--- src/rtl/sitc_pkg.sv ---
// Shared constants and types for the spiral index to coordinate block.
// Used by the root cells, the placement stage and the top level.
// Depends on nothing.
package sitc_pkg;

   // Fixed field widths.
   localparam int POS_W   = 32;
   localparam int COORD_W = 16;

   // Root of a 32-bit value, its remainder and the offset into a ring.
   localparam int ROOT_W = POS_W / 2;
   localparam int REM_W  = ROOT_W + 3;
   localparam int L_W    = 20;

   // Default width of the grid side.
   localparam int SIDE_BITS_DEFAULT = 16;

   // Data that travels along the chain of root cells.
   typedef struct packed {
      logic [POS_W-1:0]  pos;
      logic [POS_W-1:0]  radicand;
      logic [REM_W-1:0]  rem;
      logic [ROOT_W-1:0] root;
   } sitc_cell_type;

endpackage

--- src/rtl/sitc_root_cell.sv ---
// One cell of the square root chain: resolves one root bit per transfer.
// Depends on sitc_pkg.
// Cells hand their data to the next cell and stall from the next cell back.
module sitc_root_cell #(
   parameter int DIGIT     = 0,
   parameter int SIDE_BITS = sitc_pkg::SIDE_BITS_DEFAULT
) (
   input  logic                    clock,
   input  logic                    reset,
   input  logic                    in_valid,
   input  sitc_pkg::sitc_cell_type in_data,
   input  logic [SIDE_BITS-1:0]    in_side,
   output logic                    in_hold,
   output logic                    out_valid,
   output sitc_pkg::sitc_cell_type out_data,
   output logic [SIDE_BITS-1:0]    out_side,
   input  logic                    out_hold
);
   import sitc_pkg::*;

   logic                 valid_ff;
   sitc_cell_type        data_ff;
   sitc_cell_type        data_in;
   logic [SIDE_BITS-1:0] side_ff;
   logic                 load;
   logic [REM_W-1:0]     rem_shift;
   logic [REM_W-1:0]     trial;

   // The cell takes new data unless it is full and the next cell holds.
   assign in_hold = valid_ff && out_hold;
   assign load    = !in_hold;

   // Restoring root step on the next two radicand bits.
   always_comb begin
      rem_shift = REM_W'({in_data.rem[REM_W-4:0], in_data.radicand[2*DIGIT +: 2]});
      trial     = REM_W'({in_data.root, 2'b01});
      data_in   = in_data;
      if (rem_shift >= trial) begin
         data_in.rem  = rem_shift - trial;
         data_in.root = {in_data.root[ROOT_W-2:0], 1'b1};
      end else begin
         data_in.rem  = rem_shift;
         data_in.root = {in_data.root[ROOT_W-2:0], 1'b0};
      end
   end

   // Control register.
   always_ff @(posedge clock) begin
      if (reset) begin
         valid_ff <= 1'b0;
      end else if (load) begin
         valid_ff <= in_valid;
      end
   end

   // Payload registers.
   always_ff @(posedge clock) begin
      if (load && in_valid) begin
         data_ff <= data_in;
         side_ff <= in_side;
      end
   end

   assign out_valid = valid_ff;
   assign out_data  = data_ff;
   assign out_side  = side_ff;

endmodule

--- src/rtl/sitc_place.sv ---
// Placement stages: ring size, range check and side selection, then the
// output register. Depends on sitc_pkg.
module sitc_place #(
   parameter int SIDE_BITS = sitc_pkg::SIDE_BITS_DEFAULT
) (
   input  logic                           clock,
   input  logic                           reset,
   input  logic                           in_valid,
   input  sitc_pkg::sitc_cell_type        in_data,
   input  logic [SIDE_BITS-1:0]           in_side,
   output logic                           in_hold,
   output logic                           rsp_valid,
   input  logic                           rsp_stall,
   output logic [sitc_pkg::COORD_W-1:0]   rsp_line_number,
   output logic [sitc_pkg::COORD_W-1:0]   rsp_column_number,
   output logic                           rsp_outside_grid
);
   import sitc_pkg::*;

   localparam int SQ_W  = 2 * SIDE_BITS;
   localparam int CMP_W = (SQ_W > POS_W) ? SQ_W : POS_W;

   // Ring stage registers.
   logic                a_valid_ff;
   logic [POS_W-1:0]    a_pos_ff;
   logic [SQ_W-1:0]     a_side_sq_ff;
   logic [POS_W-1:0]    a_ring_ff;
   logic [ROOT_W-1:0]   a_p_ff;
   logic [COORD_W-1:0]  a_centre_ff;
   logic                a_hold;

   // Output registers.
   logic                b_valid_ff;
   logic [COORD_W-1:0]  b_line_ff;
   logic [COORD_W-1:0]  b_column_ff;
   logic                b_outside_ff;
   logic                b_hold;

   logic [ROOT_W:0]     root_inc;
   logic [ROOT_W-1:0]   p_in;
   logic [ROOT_W:0]     odd_full;
   logic [ROOT_W-1:0]   odd;
   logic [SIDE_BITS:0]  side_inc;

   logic [L_W-1:0]      l_val;
   logic [L_W-1:0]      two_p;
   logic [L_W-1:0]      four_p;
   logic [L_W-1:0]      six_p;
   logic [COORD_W-1:0]  cp;
   logic [COORD_W-1:0]  c_minus_p;
   logic [COORD_W-1:0]  c_plus_p;
   logic [COORD_W-1:0]  d;
   logic [COORD_W-1:0]  b_line_in;
   logic [COORD_W-1:0]  b_column_in;
   logic                b_outside_in;

   assign b_hold  = b_valid_ff && rsp_stall;
   assign a_hold  = a_valid_ff && b_hold;
   assign in_hold = a_hold;

   // Ring index p and the odd side 2p-1 of the inner square.
   always_comb begin
      root_inc = (ROOT_W+1)'(in_data.root) + 1'b1;
      p_in     = root_inc[ROOT_W:1];
      odd_full = {p_in, 1'b0} - 1'b1;
      odd      = (p_in == '0) ? ROOT_W'(1) : odd_full[ROOT_W-1:0];
      side_inc = (SIDE_BITS+1)'(in_side) + 1'b1;
   end

   // Ring stage: the two squares and the grid centre.
   always_ff @(posedge clock) begin
      if (reset) begin
         a_valid_ff <= 1'b0;
      end else if (!a_hold) begin
         a_valid_ff <= in_valid;
      end
   end

   always_ff @(posedge clock) begin
      if (!a_hold && in_valid) begin
         a_pos_ff     <= in_data.pos;
         a_side_sq_ff <= SQ_W'(in_side) * SQ_W'(in_side);
         a_ring_ff    <= POS_W'(odd) * POS_W'(odd);
         a_p_ff       <= p_in;
         a_centre_ff  <= COORD_W'(side_inc[SIDE_BITS:1]);
      end
   end

   // Side selection; coordinates wrap to the field width.
   always_comb begin
      l_val        = a_pos_ff[L_W-1:0] - a_ring_ff[L_W-1:0];
      two_p        = L_W'(a_p_ff) << 1;
      four_p       = L_W'(a_p_ff) << 2;
      six_p        = two_p + four_p;
      cp           = COORD_W'(a_p_ff);
      c_plus_p     = a_centre_ff + cp;
      c_minus_p    = a_centre_ff - cp;
      b_outside_in = CMP_W'(a_pos_ff) > CMP_W'(a_side_sq_ff);
      if (l_val <= two_p) begin
         d           = COORD_W'(l_val);
         b_line_in   = c_plus_p;
         b_column_in = c_plus_p - d;
      end else if (l_val <= four_p) begin
         d           = COORD_W'(l_val - two_p);
         b_line_in   = c_plus_p - d;
         b_column_in = c_minus_p;
      end else if (l_val <= six_p) begin
         d           = COORD_W'(l_val - four_p);
         b_line_in   = c_minus_p;
         b_column_in = c_minus_p + d;
      end else begin
         d           = COORD_W'(l_val - six_p);
         b_line_in   = c_minus_p + d;
         b_column_in = c_plus_p;
      end
      if (b_outside_in) begin
         b_line_in   = '0;
         b_column_in = '0;
      end
   end

   // Output register; holds its transfer while the receiver stalls.
   always_ff @(posedge clock) begin
      if (reset) begin
         b_valid_ff <= 1'b0;
      end else if (!b_hold) begin
         b_valid_ff <= a_valid_ff;
      end
   end

   always_ff @(posedge clock) begin
      if (!b_hold && a_valid_ff) begin
         b_line_ff    <= b_line_in;
         b_column_ff  <= b_column_in;
         b_outside_ff <= b_outside_in;
      end
   end

   assign rsp_valid         = b_valid_ff;
   assign rsp_line_number   = b_line_ff;
   assign rsp_column_number = b_column_ff;
   assign rsp_outside_grid  = b_outside_ff;

endmodule

--- src/rtl/spiral_index_to_coordinate.sv ---
// Top level of the spiral index to coordinate block.
// Depends on sitc_pkg, sitc_root_cell and sitc_place.
//
// Usage: a request carries the grid side and a 1-based position on a square
// spiral that starts at the grid centre; the response gives line and column
// of that cell, or raises rsp_outside_grid (with zero coordinates) when the
// position lies beyond side squared. Position 0 is taken as the centre.
// Both channels transfer when valid is high and stall is low.
// Path: a request passes through 16 root cells, one bit of the root each,
// then the ring stage and the output register, which drives rsp_valid.
// Unstalled throughput: one transfer per cycle; every stage holds one item.
// When the receiver stalls, the response holds steady and the chain fills
// behind it; empty stages keep taking items, and req_stall rises only when
// every stage is full. Reset empties all stages; no other state exists.
module spiral_index_to_coordinate #(
   parameter int SIDE_BITS = sitc_pkg::SIDE_BITS_DEFAULT
) (
   input  logic                         clock,
   input  logic                         reset,
   input  logic                         req_valid,
   output logic                         req_stall,
   input  logic [SIDE_BITS-1:0]         req_grid_side,
   input  logic [sitc_pkg::POS_W-1:0]   req_spiral_position,
   output logic                         rsp_valid,
   input  logic                         rsp_stall,
   output logic [sitc_pkg::COORD_W-1:0] rsp_line_number,
   output logic [sitc_pkg::COORD_W-1:0] rsp_column_number,
   output logic                         rsp_outside_grid
);
   import sitc_pkg::*;

   sitc_cell_type        entry_data;
   sitc_cell_type        chain_data  [0:ROOT_W];
   logic                 chain_valid [0:ROOT_W];
   logic                 chain_hold  [0:ROOT_W];
   logic [SIDE_BITS-1:0] chain_side  [0:ROOT_W];

   // Entry: position zero counts as the centre; the root is taken of pos-1.
   always_comb begin
      entry_data.rem  = '0;
      entry_data.root = '0;
      if (req_spiral_position == '0) begin
         entry_data.pos      = POS_W'(1);
         entry_data.radicand = '0;
      end else begin
         entry_data.pos      = req_spiral_position;
         entry_data.radicand = req_spiral_position - 1'b1;
      end
   end

   assign chain_data[0]  = entry_data;
   assign chain_valid[0] = req_valid;
   assign chain_side[0]  = req_grid_side;
   assign req_stall      = chain_hold[0];

   // Chain of root cells, most significant root bit first.
   for (genvar i = 0; i < ROOT_W; i++) begin : g_cell
      sitc_root_cell #(
         .DIGIT     (ROOT_W - 1 - i),
         .SIDE_BITS (SIDE_BITS)
      ) u_cell (
         .clock     (clock),
         .reset     (reset),
         .in_valid  (chain_valid[i]),
         .in_data   (chain_data[i]),
         .in_side   (chain_side[i]),
         .in_hold   (chain_hold[i]),
         .out_valid (chain_valid[i+1]),
         .out_data  (chain_data[i+1]),
         .out_side  (chain_side[i+1]),
         .out_hold  (chain_hold[i+1])
      );
   end

   // Ring, range check and output register.
   sitc_place #(
      .SIDE_BITS (SIDE_BITS)
   ) u_place (
      .clock             (clock),
      .reset             (reset),
      .in_valid          (chain_valid[ROOT_W]),
      .in_data           (chain_data[ROOT_W]),
      .in_side           (chain_side[ROOT_W]),
      .in_hold           (chain_hold[ROOT_W]),
      .rsp_valid         (rsp_valid),
      .rsp_stall         (rsp_stall),
      .rsp_line_number   (rsp_line_number),
      .rsp_column_number (rsp_column_number),
      .rsp_outside_grid  (rsp_outside_grid)
   );

endmodule

--- config.mk ---
export PLATFORM = sky130hd
export DESIGN_NAME = spiral_index_to_coordinate
export DESIGN_NICKNAME = d
export VERILOG_FILES = /design/src/rtl/sitc_pkg.sv /design/src/rtl/sitc_root_cell.sv /design/src/rtl/sitc_place.sv /design/src/rtl/spiral_index_to_coordinate.sv
export SDC_FILE = /design/constraint.sdc
export NUM_CORES = 2
export LEC_CHECK = 0
export CAP_MARGIN = 20
export CELL_PAD_IN_SITES_DETAIL_PLACEMENT = 2
export CELL_PAD_IN_SITES_GLOBAL_PLACEMENT = 2
export CORE_MARGIN = 5
export CORE_UTILIZATION = 50
export CTS_CLUSTER_DIAMETER = 200
export DETAILED_ROUTE_END_ITERATION = 10
export DONT_BUFFER_PORTS = 1
export PLACE_DENSITY_LB_ADDON = 0.25
export SLEW_MARGIN = 20
export SYNTH_ARGS = -nofsm -noshare
export SYNTH_HDL_FRONTEND = slang
export SYNTH_SLANG_ARGS = --single-unit
export TNS_END_PERCENT = 100
--- constraint.sdc ---
create_clock -name clock -period 21.7 [get_ports clock]
set_input_delay 1.085 -clock clock [delete_from_list [all_inputs] [get_ports clock]]
set_output_delay 1.085 -clock clock [all_outputs]
set_load 0.05 [all_outputs]
==> summary.md, run 1 <==
After synthesis, the netlist uses 81 different library cells. The wire-length estimate of the detail-placed layout is 209000 µm. Measured against the total synthesized area, the mux share comes to 0.756%.

Counting every net in the synthesized netlist gives 6801. After synthesis, the share of flip-flops with an asynchronous set or reset is 0%. The part of the Yosys area used for sequential elements is 58.7%, and the post-synthesis instance total is 5913.

The post-synthesis adder-cell area fraction came out at 16.5%. The run stopped with a tool error. Number of ports placed on the die boundary: 87. The logs give 145 for the placement row count and 50.2% for the starting density of the core. Post-synthesis compound-gate area fraction: 6.86%. Flip-flop and latch count after synthesis: 1531. Buffers placed on the I/O ports in this run total 0.

The fraction of the mapped netlist area in simple logic gates is 8.41%, and the cell area after synthesis is 0.0781 mm². The final estimated routing congestion in global placement came out at 0.866. Summing the areas of all xor and xnor instances in the mapped netlist gives 4.31% of the synthesized area. The overall die width is 405 µm. The Yosys step of the flow raised 0 warnings. The flow stopped in detailed placement (3_5_place_dp).

The first error in the log reads "[ERROR DPL-0033] detailed placement checks failed during check placement". Dominant combinational cell family by area after synthesis: adder cells. In this run, synthesis inferred 1513 flip-flops with an integrated enable. In this run the mean area of a mapped cell was 13.2 µm². The predominant post-synthesis flop cell is sky130_fd_sc_hd__edfxtp_1.

The die is 405 µm tall.
[kinds of logic after synthesis]
family | count (synthesis)
adder cells (fa/ha/maj) | 837
other | 1
XOR/XNOR | 381
buffers and inverters | 934
flip-flops | 1531
multiplexers | 56
AO/OA/AOI/OAI | 846
AND/OR/NAND/NOR | 1327
[per-stage QoR]
stage / setup WS [ns] / instance area [µm²] / hold slack [ns] / cells
floorplan: 12.35 / 78100 / 0.400 / 5913
global placement: 13.24 / 80700 / 0.400 / 7900
[cells in the mapped netlist (18+ instances only)]
cell / number / share of area (%)
sky130_fd_sc_hd__nor4_1: 37 / 0.30
sky130_fd_sc_hd__xor2_1: 124 / 1.4
sky130_fd_sc_hd__a31oi_1: 20 / 0.16
sky130_fd_sc_hd__or3_1: 37 / 0.30
sky130_fd_sc_hd__o31ai_1: 30 / 0.29
sky130_fd_sc_hd__or2_2: 39 / 0.31
sky130_fd_sc_hd__o21bai_1: 25 / 0.24
sky130_fd_sc_hd__nand2b_1: 54 / 0.43
sky130_fd_sc_hd__edfxtp_1: 1513 / 58
sky130_fd_sc_hd__nand3_1: 64 / 0.41
sky130_fd_sc_hd__o21ai_0: 160 / 1.0
sky130_fd_sc_hd__ha_1: 515 / 8.3
sky130_fd_sc_hd__mux2_2: 24 / 0.35
sky130_fd_sc_hd__nand2_1: 330 / 1.6
sky130_fd_sc_hd__and2_1: 78 / 0.62
sky130_fd_sc_hd__mux2i_1: 32 / 0.41
sky130_fd_sc_hd__nand4_1: 49 / 0.39
sky130_fd_sc_hd__nor2_1: 354 / 1.7
sky130_fd_sc_hd__nor2b_1: 66 / 0.53
sky130_fd_sc_hd__xnor2_1: 255 / 2.9
sky130_fd_sc_hd__inv_1: 809 / 3.9
sky130_fd_sc_hd__a21o_1: 85 / 0.82
sky130_fd_sc_hd__a211oi_1: 33 / 0.32
sky130_fd_sc_hd__o211ai_1: 34 / 0.33
sky130_fd_sc_hd__a21boi_0: 26 / 0.25
sky130_fd_sc_hd__a21oi_1: 277 / 1.8
sky130_fd_sc_hd__clkbuf_1: 113 / 0.54
sky130_fd_sc_hd__or4_1: 24 / 0.23
sky130_fd_sc_hd__fa_1: 321 / 8.2
sky130_fd_sc_hd__nor3_1: 98 / 0.63
sky130_fd_sc_hd__o21a_1: 65 / 0.62
sky130_fd_sc_hd__and3_1: 38 / 0.30
sky130_fd_sc_hd__dfxtp_1: 18 / 0.46
==> inputs of run 2 (changes only) <==
- CELL_PAD_IN_SITES_DETAIL_PLACEMENT: 2 -> unset
- CELL_PAD_IN_SITES_GLOBAL_PLACEMENT: 2 -> unset
- CORE_UTILIZATION: 50 -> 40
- CTS_CLUSTER_DIAMETER: 200 -> unset
- PLACE_DENSITY_LB_ADDON: 0.25 -> 0.15
==> run 2 against run 1 <==
  * The flow now finishes without violations
  * Synthesized area is the same
  * Synthesized cell count stayed put
==> summary.md, run 2 <==
Data on the critical path arrives at its endpoint at 9.14 ns. For this run, design rule violations remaining after detail routing come to 0. In the finished design, the share of the clock period the worst path needs comes to 39.8%. The final layout contains routed wiring with a total length of 150000 µm. The cell area after synthesis came out at 0.0781 mm².

In the synthesized netlist the dominant register cell turns out to be sky130_fd_sc_hd__edfxtp_1. For the worst flop-to-flop path, the logic depth is 29. The max-slew violation total from the final report is 0, and the placeable core area is 0.195 mm². The starting density of the core came out at 40.1%. The tightest min-delay check is of the flip-flop to flip-flop type. The estimated wirelength of the detail-placed design is 115000 µm. For the pin with the worst max-slew slack, the measured transition is 1.09 ns. In this run, synthesis produced a sequential element count of 1531. Clock tree root driver cell: sky130_fd_sc_hd__clkbuf_16. The fraction of post-synthesis cell area in the top cell type by area was 58.2%; the part of the Yosys area used for sequential elements was 58.7%. After synthesis, the netlist uses 81 different library cells.

Excluding fillers, the count of instances in the completed layout stands at 8696. By instance count, the leading cell after synthesis is sky130_fd_sc_hd__edfxtp_1. Setup violations remaining at the end of the flow were counted as 0. Once detail routing completed, the nets flagged for antenna violations numbered 0. The clock tree synthesis step divided the H-tree into 4 levels. For the number of warning messages in the yosys log, the log shows 0. The remaining global-route overflow is 0.

After clock tree synthesis, the clock-pin slew on the worst setup and hold paths is 0.06 ns. Classification of the worst setup path: flip-flop to flip-flop. Counting every sink on the clock net gives 1531. The final layout contains 6907 nets. The floorplan step set the die width to 452 µm. Setup repair after global routing left no endpoint under its margin. In this run the vertical extent of the chip is 452 µm. The power density of the placed cells was 69.4 mW/mm². Start point of the critical path: g_cell[15].u_cell.out_data[2]. The flow ran to the end, and the final reports show no timing, DRC or antenna violations. Sorting the synthesized cells by how often they occur yields sky130_fd_sc_hd__edfxtp_1 (1513), sky130_fd_sc_hd__inv_1 (809), sky130_fd_sc_hd__ha_1 (515). TritonCTS built the clock tree. The timing-limited maximum frequency is 116 MHz, and the number of buffers added by the clock tree synthesis step is 165. In this run the core area contains 162 standard-cell rows. The tools report the type of element launching the critical path as a flip-flop.

The die covers 0.204 mm². Largest stage delay on the critical path: 0.73 ns. The library cells used most frequently in the layout, excluding fill and tap cells, are sky130_fd_sc_hd__edfxtp_1 (1513), sky130_fd_sc_hd__inv_1 (809), sky130_fd_sc_hd__ha_1 (515). The number of flops mapped to enable cells by yosys is 1513, and the average wire per standard cell is 17.3 µm.

The worst setup path is captured at a flip-flop. Along the worst path, the maximum fanout reaches 16. The tools report the global-route total usage across every layer as 14.8%.

The buffer depth of the longest clock path was 3. The routed via count is 42800. Clock latency on the worst-skew pair, taken at its later pin, is 0.78 ns. The slowest cell on the critical path was sky130_fd_sc_hd__nor4b_1. For the number of violations reported at the end of detailed-routing iteration 0, the log shows 2059. Setup total negative slack on the finished layout was measured at 0 ns. The number of ports placed on the die boundary is 87. The number of detailed-routing iterations run before antenna repair came out at 7. For the final estimated routing congestion in global placement, the log shows 0.869. In this run, post-CTS repair resized a total of 0 instances. From synthesis to final layout, the design area changed by 11.2%. STA puts the critical path data required time at 22.19 ns. The capture point of the critical path was u_place.a_ring_ff[19]. For this design the static power due to leakage is 33.7 nW. The synthesized design spends more area on one cell type than any other, namely sky130_fd_sc_hd__edfxtp_1.

The tools report the final count of hold timing violations as 0. Setup slack on the worst reg-to-reg path comes out at 13.05 ns. In this run the tightest slew margin relative to its limit is 26.8%.

Counting every net in the synthesized netlist gives 6801. The logs give 0 for the hold buffer count at CTS and 8393 for the placed instance count. The launching point of the worst reg2reg path was g_cell[15].u_cell.out_data[2].

The worst supply voltage drop on vdd is 0.0719 mV, and the mean area per synthesized cell is 13.2 µm². The number of vias per cell was 4.93; the number of global-route vias before repair was 44700. The first global-routing pass estimated 242000 µm of wire. Number of buffers inserted by post-CTS setup repair: 0. For this run, asynchronously set or reset flops after synthesis account for 0%. In the final layout, the share of cells above drive strength 1 is 6.26%. The tools report the number of antenna violations at the first check in global routing as 6. The register with the most flip-flops in the layout has 1112 of them. Counting every instance in the synthesized netlist gives 5913. The post-route minimum period came out at 8.65 ns.

For the filler cell count, the log shows 17500. The endpoint identified for the worst register-to-register timing path is u_place.a_ring_ff[19]. Max-cap violations in this run came to 0. The pin count of the biggest net entering global routing came out at 82. The count of buffers from port buffering works out to 0.

The cell that appears most often on the critical path is sky130_fd_sc_hd__inv_1. The most frequent standard cell in the layout excluding fill and tap cells is sky130_fd_sc_hd__edfxtp_1. Ranked by total cell area, the synthesized netlist is headed by sky130_fd_sc_hd__edfxtp_1 (58%), sky130_fd_sc_hd__ha_1 (8.3%), sky130_fd_sc_hd__fa_1 (8.2%).

Between clock sinks in the finished design, the worst skew comes to 0.0586 ns.
-- run 2: worst max-delay path: cells and delay by family (launching register included) --
family	cells	cell delay, ns
adder cells (fa/ha/maj)	8	3.08
AO/OA/AOI/OAI	8	2.04
AND/OR/NAND/NOR	6	1.97
buffers and inverters	6	0.69
flip-flops	1	0.50
XOR/XNOR	1	0.08
-- run 2: how the worst min path moves through the flow --
stage	from	end	slack, ns	cells after the start
after detailed placement	g_cell[9].u_cell.out_data[85]	g_cell[10].u_cell.out_data[85]	0.40	0
final	g_cell[10].u_cell.out_data[41]	g_cell[11].u_cell.out_data[41]	0.38	0
after floorplan	g_cell[9].u_cell.out_data[35]	g_cell[10].u_cell.out_data[35]	0.40	0
after global placement	g_cell[11].u_cell.out_side[3]	g_cell[12].u_cell.out_side[3]	0.40	0
after CTS	reset	g_cell[3].u_cell.out_valid	0.29	1
after global routing	reset	g_cell[10].u_cell.out_valid	0.31	1
-- run 2: per-stage QoR --
| step | setup WS (ns) | power, mW | util (%) | hold WS (ns) | area [µm²] |
|---|---|---|---|---|---|
| after floorplan | 12.35 | 3.35 | - | 0.400 | 78100 |
| after global placement | 13.25 | 3.36 | 41.8 | 0.400 | 81400 |
| after detailed placement | 13.09 | 3.36 | 41.8 | 0.405 | 81400 |
| after CTS | 13.07 | 6.13 | 44.6 | 0.289 | 86800 |
| after global routing | 12.37 | 6.26 | 44.6 | 0.314 | 86800 |
| final | 13.05 | 6.02 | 44.6 | 0.376 | 86800 |
-- run 2: report_power, final --
part / internal (mW) / total, mW / switching [mW] / leakage [nW]
sequential: 3.25 / 3.25 / 0.00903 / 13.8
combinational: 0.0157 / 0.0439 / 0.0283 / 17.4
clock: 1.59 / 2.72 / 1.14 / 2.57
total: 4.85 / 6.02 / 1.17 / 33.7
-- run 2: cell type report --
cell class                 instances  area (µm²)  area share (%)
clock buffer                     209        4360            5.02
tap                             2542        3180            3.66
inverter                         813        3050            3.52
clock inverter                    92         997            1.15
multi-input combinational       3448       28900            33.3
antenna                            1        2.50         0.00288
timing repair buffer              60         470           0.542
sequential                      1531       45800            52.8
-- run 2: logic make-up after synthesis --
logic type	after synthesis	synth area share [%]
buffers and inverters	934	4.51
XOR/XNOR	381	4.31
AO/OA/AOI/OAI	846	6.86
flip-flops	1531	58.7
adder cells (fa/ha/maj)	837	16.5
other	1	0.00480
multiplexers	56	0.756
AND/OR/NAND/NOR	1327	8.41
-- run 2: per-layer routing --
metal	global-route usage [%]	part of all wire [%]	vias up	wire length, µm
met1	18.7	43	21000	65000
met4	4.66	2.9	0	4370
met5	0	0	-	0
met2	26.4	50	592	75800
li1	-	-	21000	-
met3	2.29	3.3	248	5010
(Power assumes the default switching activity.)
